`config.mk`:
```
export PLATFORM = sky130hd
export DESIGN_NAME = lic4_divider
export DESIGN_NICKNAME = d
export VERILOG_FILES = /design/src/rtl/core/lic4_pkg.sv /design/src/rtl/core/lic4_div_cell.sv /design/src/rtl/core/lic4_divider.sv
export SDC_FILE = /design/constraint.sdc
export NUM_CORES = 2
export LEC_CHECK = 0
export BUFFER_PORTS_ARGS = -buffer_cell sky130_fd_sc_hd__buf_2
export CAP_MARGIN = 30
export CORE_MARGIN = 2
export CORE_UTILIZATION = 63
export CTS_CLUSTER_DIAMETER = 80
export DETAILED_ROUTE_END_ITERATION = 10
export PLACE_DENSITY = 0.8
export SKIP_CTS_REPAIR_TIMING = 1
export SYNTH_ARGS = -nofsm -noshare
export SYNTH_HDL_FRONTEND = slang
export SYNTH_SLANG_ARGS = --single-unit
```
`constraint.sdc`:
```
create_clock -name clock -period 5.7 [get_ports clock]
set_input_delay 0.285 -clock clock [delete_from_list [all_inputs] [get_ports clock]]
set_output_delay 0.285 -clock clock [all_outputs]
set_load 0.1 [all_outputs]
```
`src/rtl/core/lic4_pkg.sv`:
```
// Package for the 4D lattice index converter.
// Holds field widths, the request codes and the divider cell step record.
// No dependencies.
package lic4_pkg;

   localparam int unsigned CoordW    = 10;
   localparam int unsigned LinW      = 31;
   localparam int unsigned CsrW      = 11;
   localparam int unsigned CsrIdxW   = 2;
   localparam int unsigned DefMaxExt = 1024;

   typedef enum logic [CsrIdxW-1:0] {
      CSR_EXTENT_X = 2'd0,
      CSR_EXTENT_Y = 2'd1,
      CSR_EXTENT_Z = 2'd2
   } csr_idx_type;

   typedef enum logic {
      REQ_LINEARIZE = 1'b0,
      REQ_SPLIT     = 1'b1
   } req_kind_type;

   // control record handed down the chain beside the data
   typedef struct packed {
      logic valid;
      logic kind;
   } ctl_type;

endpackage

```
`src/rtl/core/lic4_div_cell.sv`:
```
// One cell of the divider chain: one restoring quotient bit per cycle.
// Depends on lic4_pkg.
module lic4_div_cell
   import lic4_pkg::*;
#(
   parameter int unsigned DW  = 31,
   parameter int unsigned VW  = 11,
   parameter int unsigned BIT = 0
) (
   input  logic          clock,
   input  logic          reset,
   input  ctl_type       ctl_i,
   input  logic [DW-1:0] rem_i,
   input  logic [DW-1:0] quo_i,
   input  logic [VW-1:0] dvs_i,
   output ctl_type       ctl_o,
   output logic [DW-1:0] rem_o,
   output logic [DW-1:0] quo_o,
   output logic [VW-1:0] dvs_o
);

   ctl_type       ctl_ff;
   logic [DW-1:0] rem_ff, rem_in, quo_ff, quo_in;
   logic [VW-1:0] dvs_ff;
   logic [DW+VW-1:0] shifted;

   always_comb begin
      shifted = {{VW{1'b0}}, rem_i} >> BIT;
      rem_in  = rem_i;
      quo_in  = quo_i;
      if (shifted >= {{DW{1'b0}}, dvs_i}) begin
         // take the bit: subtract divisor at this position
         rem_in = rem_i - DW'({{DW{1'b0}}, dvs_i} << BIT);
         quo_in[BIT] = 1'b1;
      end
   end

   always_ff @(posedge clock) begin
      if (reset) begin
         ctl_ff <= '0;
      end else begin
         ctl_ff <= ctl_i;
      end
      rem_ff <= rem_in;
      quo_ff <= quo_in;
      dvs_ff <= dvs_i;
   end

   assign ctl_o = ctl_ff;
   assign rem_o = rem_ff;
   assign quo_o = quo_ff;
   assign dvs_o = dvs_ff;

endmodule

```
`src/rtl/core/lic4_divider.sv`:
```
// Pipelined restoring divider: a chain of DW cells, one quotient bit each.
// Depends on lic4_pkg and lic4_div_cell.
module lic4_divider
   import lic4_pkg::*;
#(
   parameter int unsigned DW = 31,
   parameter int unsigned VW = 11
) (
   input  logic          clock,
   input  logic          reset,
   input  ctl_type       ctl_i,
   input  logic [DW-1:0] dividend_i,
   input  logic [VW-1:0] divisor_i,
   output ctl_type       ctl_o,
   output logic [DW-1:0] quo_o,
   output logic [DW-1:0] rem_o
);

   ctl_type       ctl_c [DW+1];
   logic [DW-1:0] rem_c [DW+1];
   logic [DW-1:0] quo_c [DW+1];
   logic [VW-1:0] dvs_c [DW+1];

   assign ctl_c[0] = ctl_i;
   assign rem_c[0] = dividend_i;
   assign quo_c[0] = '0;
   assign dvs_c[0] = divisor_i;

   for (genvar g = 0; g < DW; g++) begin : g_cell
      lic4_div_cell #(.DW(DW), .VW(VW), .BIT(DW-1-g)) u_cell (
         .clock (clock),
         .reset (reset),
         .ctl_i (ctl_c[g]),
         .rem_i (rem_c[g]),
         .quo_i (quo_c[g]),
         .dvs_i (dvs_c[g]),
         .ctl_o (ctl_c[g+1]),
         .rem_o (rem_c[g+1]),
         .quo_o (quo_c[g+1]),
         .dvs_o (dvs_c[g+1])
      );
   end

   assign ctl_o = ctl_c[DW];
   assign quo_o = quo_c[DW];
   assign rem_o = rem_c[DW];

   logic unused_dvs;
   assign unused_dvs = ^dvs_c[DW];

endmodule

```
==> metrics.md <==
| Metric | Value |
|---|---|
| Drt via density | `between 5 and 6` |
| Clk root buf | `clkbuf_16` |
| CP Capture Type | `flip-flop` |
| Worst Hold Endpoint | `g_cell[0].u_cell.rem_o[24]$_DFF_P_` |
| Worst vdd ir | `382 µV` |
| HPWL after DPL | `66.2 mm` |
| Sw Pwr | `around 12 mW` |
| Hold path startpoint | `dividend_i[24]` |
| Crit share post-route | `between 60% and 70%` |
| Synth Cell Area | `57,500 µm²` |
| Iter 0 DRT Violations | `around 2,000` |
| Crit Reg-Reg Startpoint | `g_cell[26].u_cell.rem_o[3]$_DFF_P_` |
| Crit-path max FO | `21` |
| Fmax | `264 MHz` |
| CP startpoint kind | `flip-flop` |
| Clock latency at the later pin of the worst-skew pair | `760 ps` |
| Critical path arrival | `4460 ps` |
| Final WL | `between 90 and 100 mm` |
| Mapped Cells | `4,981` |
| Nets | `5,614` |
| Min-Delay Path Depth | `2` |
| CTS tree | `yes` |
| Placement Setup Slack | `2010 ps` |
| CTS clk-pin slew, worst paths | `60 ps` |
| Pin count of the biggest net entering global routing | `between 60 and 70` |
| Clock Path Buffers | `3` |
| Core ar. | `90,300 µm²` |
| LEAKAGE | `between 20 and 30 nW` |
| Routed vias | `34,200` |
| Predominant post-synthesis flop cell | `dfxtp_1` |
| Reg2reg setup slack | `1920 ps` |
| RSZ-0062 raised after global routing | `no` |
| ANT cells | `0` |
| Initial antenna violation count | `2` |
| Syn_area_per_cell | `11.6 µm²` |
| Post-synthesis async set-or-reset flop share | `0%` |
| DR pass1 iterations | `6` |
| First-pass GRT wire length | `163 mm` |
| Reg power frac | `44.4%` |
| Switching portion of total power | `31.0%` |
| Area Growth Syn to Fin | `14.1%` |
| Boundary Pins | `110` |
| EDFF count, synth | `0` |
| CTS buffer count | `170` |
| Internal power | `26.2 mW` |
| Total congestion overflow | `0` |
| Die ar. | `93,800 µm²` |
| Worst Hold Class | `in2reg` |
| Crit Path Class | `reg2reg` |
| Post-route worst setup slack | `approximately 1900 ps` |
| Crit-path slowest cell | `a311oi_1` |
| PwrDens | `578 nW/µm²` |
| Global placement routability congestion | `0.885` |
| WP data required | `between 6000 and 7000 ps` |
| DIE HEIGHT | `about 300 µm` |
| Clock Sinks | `1,849` |
| Ratio of cells with drive above 1 in the final layout | `9.43%` |
| Max-cap viol count | `0` |
| Worst r2r path cells | `11` |
| Final min period | `between 3000 and 4000 ps` |
| R2r endpoint | `g_cell[27].u_cell.rem_o[25]$_DFF_P_` |
| # DRC | `0` |
| Chip Width | `306 µm` |
| Worst-margin pin slew | `approximately 1000 ps` |
| H-tree levels | `4` |
| Yosys cell types | `72` |
| PortBufs | `approximately 110` |
| Clock Skew | `29.6 ps` |
| Fin. max-slew vios | `0` |
| Syn Nets | `5,342` |
| Slowest stage delay, CP | `540 ps` |
| Comb power frac | `25.3%` |
| # setup viols final | `0` |
| Number of routed nets with antenna violations | `0` |
| Vias in the first global route | `34,400` |
| Status | `completed` |
| YS warnings | `0` |
| Slew margin rel. | `approximately a third` |
| Wirelength per Cell | `14.9 µm` |
| Crit path cell chain | `inv_1, ha_1, fa_1, nor2b_1, o2111ai_1, a311oi_1, nand3_1, nand2_1, nand4b_1, nor4_1, xor2_1` |
| Initial Util | `63.7%` |
| Tot GR Track Use | `21.0%` |
| # rows | `110` |
| Clock power frac | `just over 30%` |
| Seq/Total Area, Yosys | `64.3%` |
| #FFs+latches synth | `between 1,500 and 2,000` |
| Worst Hold Margin | `162 ps` |
| Fin Setup TNS | `0 ps` |
| Final Hold Vio Count | `0` |
-- worst max-delay path, delay by kind of cell, from the launching register on --
family | cells | cell delay (ps)
AO/OA/AOI/OAI | 2 | 750
XOR/XNOR | 1 | 170
flip-flops | 1 | 330
buffers and inverters | 1 | 50
AND/OR/NAND/NOR | 5 | 1770
adder cells (fa/ha/maj) | 2 | 630
-- cells in the mapped netlist, drive strengths merged, types with 4 or more instances --
cell / instances / area (µm²)
inv: 366 / 1370
a221oi: 5 / 43.8
nand4: 41 / 257
o31a: 13 / 114
or3: 47 / 299
nor2: 288 / 1080
or3b: 4 / 35.0
ha: 286 / 3580
o41ai: 10 / 87.6
dfxtp: 1849 / 37000
or2: 25 / 156
and2: 11 / 68.8
nand2: 249 / 935
nand2b: 63 / 394
or4: 27 / 203
o21ai: 204 / 1020
a21o: 74 / 556
nor4: 68 / 425
fa: 29 / 581
a211oi: 21 / 158
o21bai: 11 / 86.3
a31o: 4 / 35.0
nor2b: 116 / 726
a41o: 4 / 40.0
nand3b: 8 / 60.1
a21boi: 15 / 113
o31ai: 24 / 180
nor3b: 9 / 67.6
nand4b: 10 / 87.6
and3: 14 / 87.6
nand3: 74 / 370
nor4b: 5 / 43.8
mux2i: 14 / 140
o211ai: 11 / 82.6
and4: 5 / 43.8
xnor2: 163 / 1430
nor3: 109 / 546
clkbuf: 54 / 203
a21oi: 261 / 1310
mux2: 74 / 833
o21a: 35 / 263
xor2: 217 / 1900
a31oi: 16 / 100
a311oi: 4 / 35.0
buf: 8 / 43.8
-- flip-flops by register name, indices dropped and copies added (netlist names) --
name                 cells
g_cell.u_cell.dvs_o    330
g_cell.u_cell.rem_o    961
g_cell.u_cell.ctl_o     62
g_cell.u_cell.quo_o    496
-- power groups by stage --
stage | clock, mW | sequential [mW] | combinational (mW)
5_1_grt | 12.3 | 17.1 | 10.7
3_3_place_gp | 0 | 17.1 | 9.11
3_5_place_dp | 0 | 17.1 | 9.37
6_report | 11.5 | 16.9 | 9.63
2_1_floorplan | 0 | 17.5 | 6.84
4_1_cts | 11.8 | 16.9 | 9.53
-- layout by cell type (no fill, tap or decap), types with 16 or more instances in the layout --
cell           instances
nor3_1               109
nand4_1               41
a21o_1                74
dfxtp_1             1849
fa_1                  29
nand2b_1              63
clkbuf_8              28
a21oi_1              261
clkinv_2              31
dlygate4sd3_1         44
mux2_2                71
or3_1                 46
nor2_1               288
a211oi_1              21
bufinv_16             17
nand2_1              249
or4_1                 27
xnor2_1              163
buf_2                110
a31oi_1               16
ha_1                 286
nor2b_1              116
clkbuf_1              29
nand3_1               74
xor2_1               217
o31ai_1               24
clkbuf_16            174
inv_1                365
or2_2                 25
nor4_1                68
o21ai_0              203
o21a_1                35
-- final cells by class --
| type | count | area [µm²] |
|---|---|---|
| flip-flops and latches | 1849 | 37000 |
| fillers | 6053 | 24600 |
| multi-input cells | 2703 | 18900 |
| clock buffers | 231 | 4850 |
| well taps | 1176 | 1470 |
| inverters | 367 | 1380 |
| repair buffers | 162 | 1050 |
| clock inverters | 77 | 982 |
-- worst max path at each step --
stage                                                    from                             endpoint  slack (ps)
after global placement    g_cell[26].u_cell.rem_o[17]$_DFF_P_  g_cell[27].u_cell.rem_o[25]$_DFF_P_        2040
after detailed placement   g_cell[26].u_cell.rem_o[3]$_DFF_P_  g_cell[27].u_cell.rem_o[25]$_DFF_P_        2010
after CTS                  g_cell[26].u_cell.rem_o[3]$_DFF_P_  g_cell[27].u_cell.rem_o[25]$_DFF_P_        1970
final                      g_cell[26].u_cell.rem_o[3]$_DFF_P_  g_cell[27].u_cell.rem_o[25]$_DFF_P_        1920
after global routing       g_cell[26].u_cell.rem_o[3]$_DFF_P_  g_cell[27].u_cell.rem_o[25]$_DFF_P_        1500
after floorplan           g_cell[29].u_cell.rem_o[16]$_DFF_P_  g_cell[30].u_cell.rem_o[18]$_DFF_P_        2460
-- cell families (layout without fill, tap and decap cells) --
family	Yosys count	in the layout	synth area share, %
simple gates	1181	1181	10.4
fa+ha+maj	315	315	7.23
flops	1849	1849	64.3
xor+xnor	380	380	5.78
mux	88	88	1.69
buf+inv	429	837	2.82
compound gates	739	739	7.77
-- through the flow --
stage / cells / total power [mW] / area, µm² / utilization [%]
finish: 6565 / 38.0 / 65700 / 72.7
global route: 6565 / 40.1 / 65700 / 72.7
CTS: 6521 / 38.2 / 65200 / 72.2
detailed placement: 6213 / 26.5 / 59400 / 65.8
global placement: 6211 / 26.2 / 59400 / 65.8
floorplan: 4981 / 24.4 / 57500 / -
-- metal layers --
metal / global-route usage (%) / vias to the layer above / share of wire [%]
met2: 35.8 / 775 / 48
met4: 6.91 / 2 / 2.1
met5: 0 / - / 0.014
li1: - / 17300 / -
met1: 26.7 / 16000 / 45
met3: 4.25 / 177 / 5.6
Power figures use the tool's default switching activity.
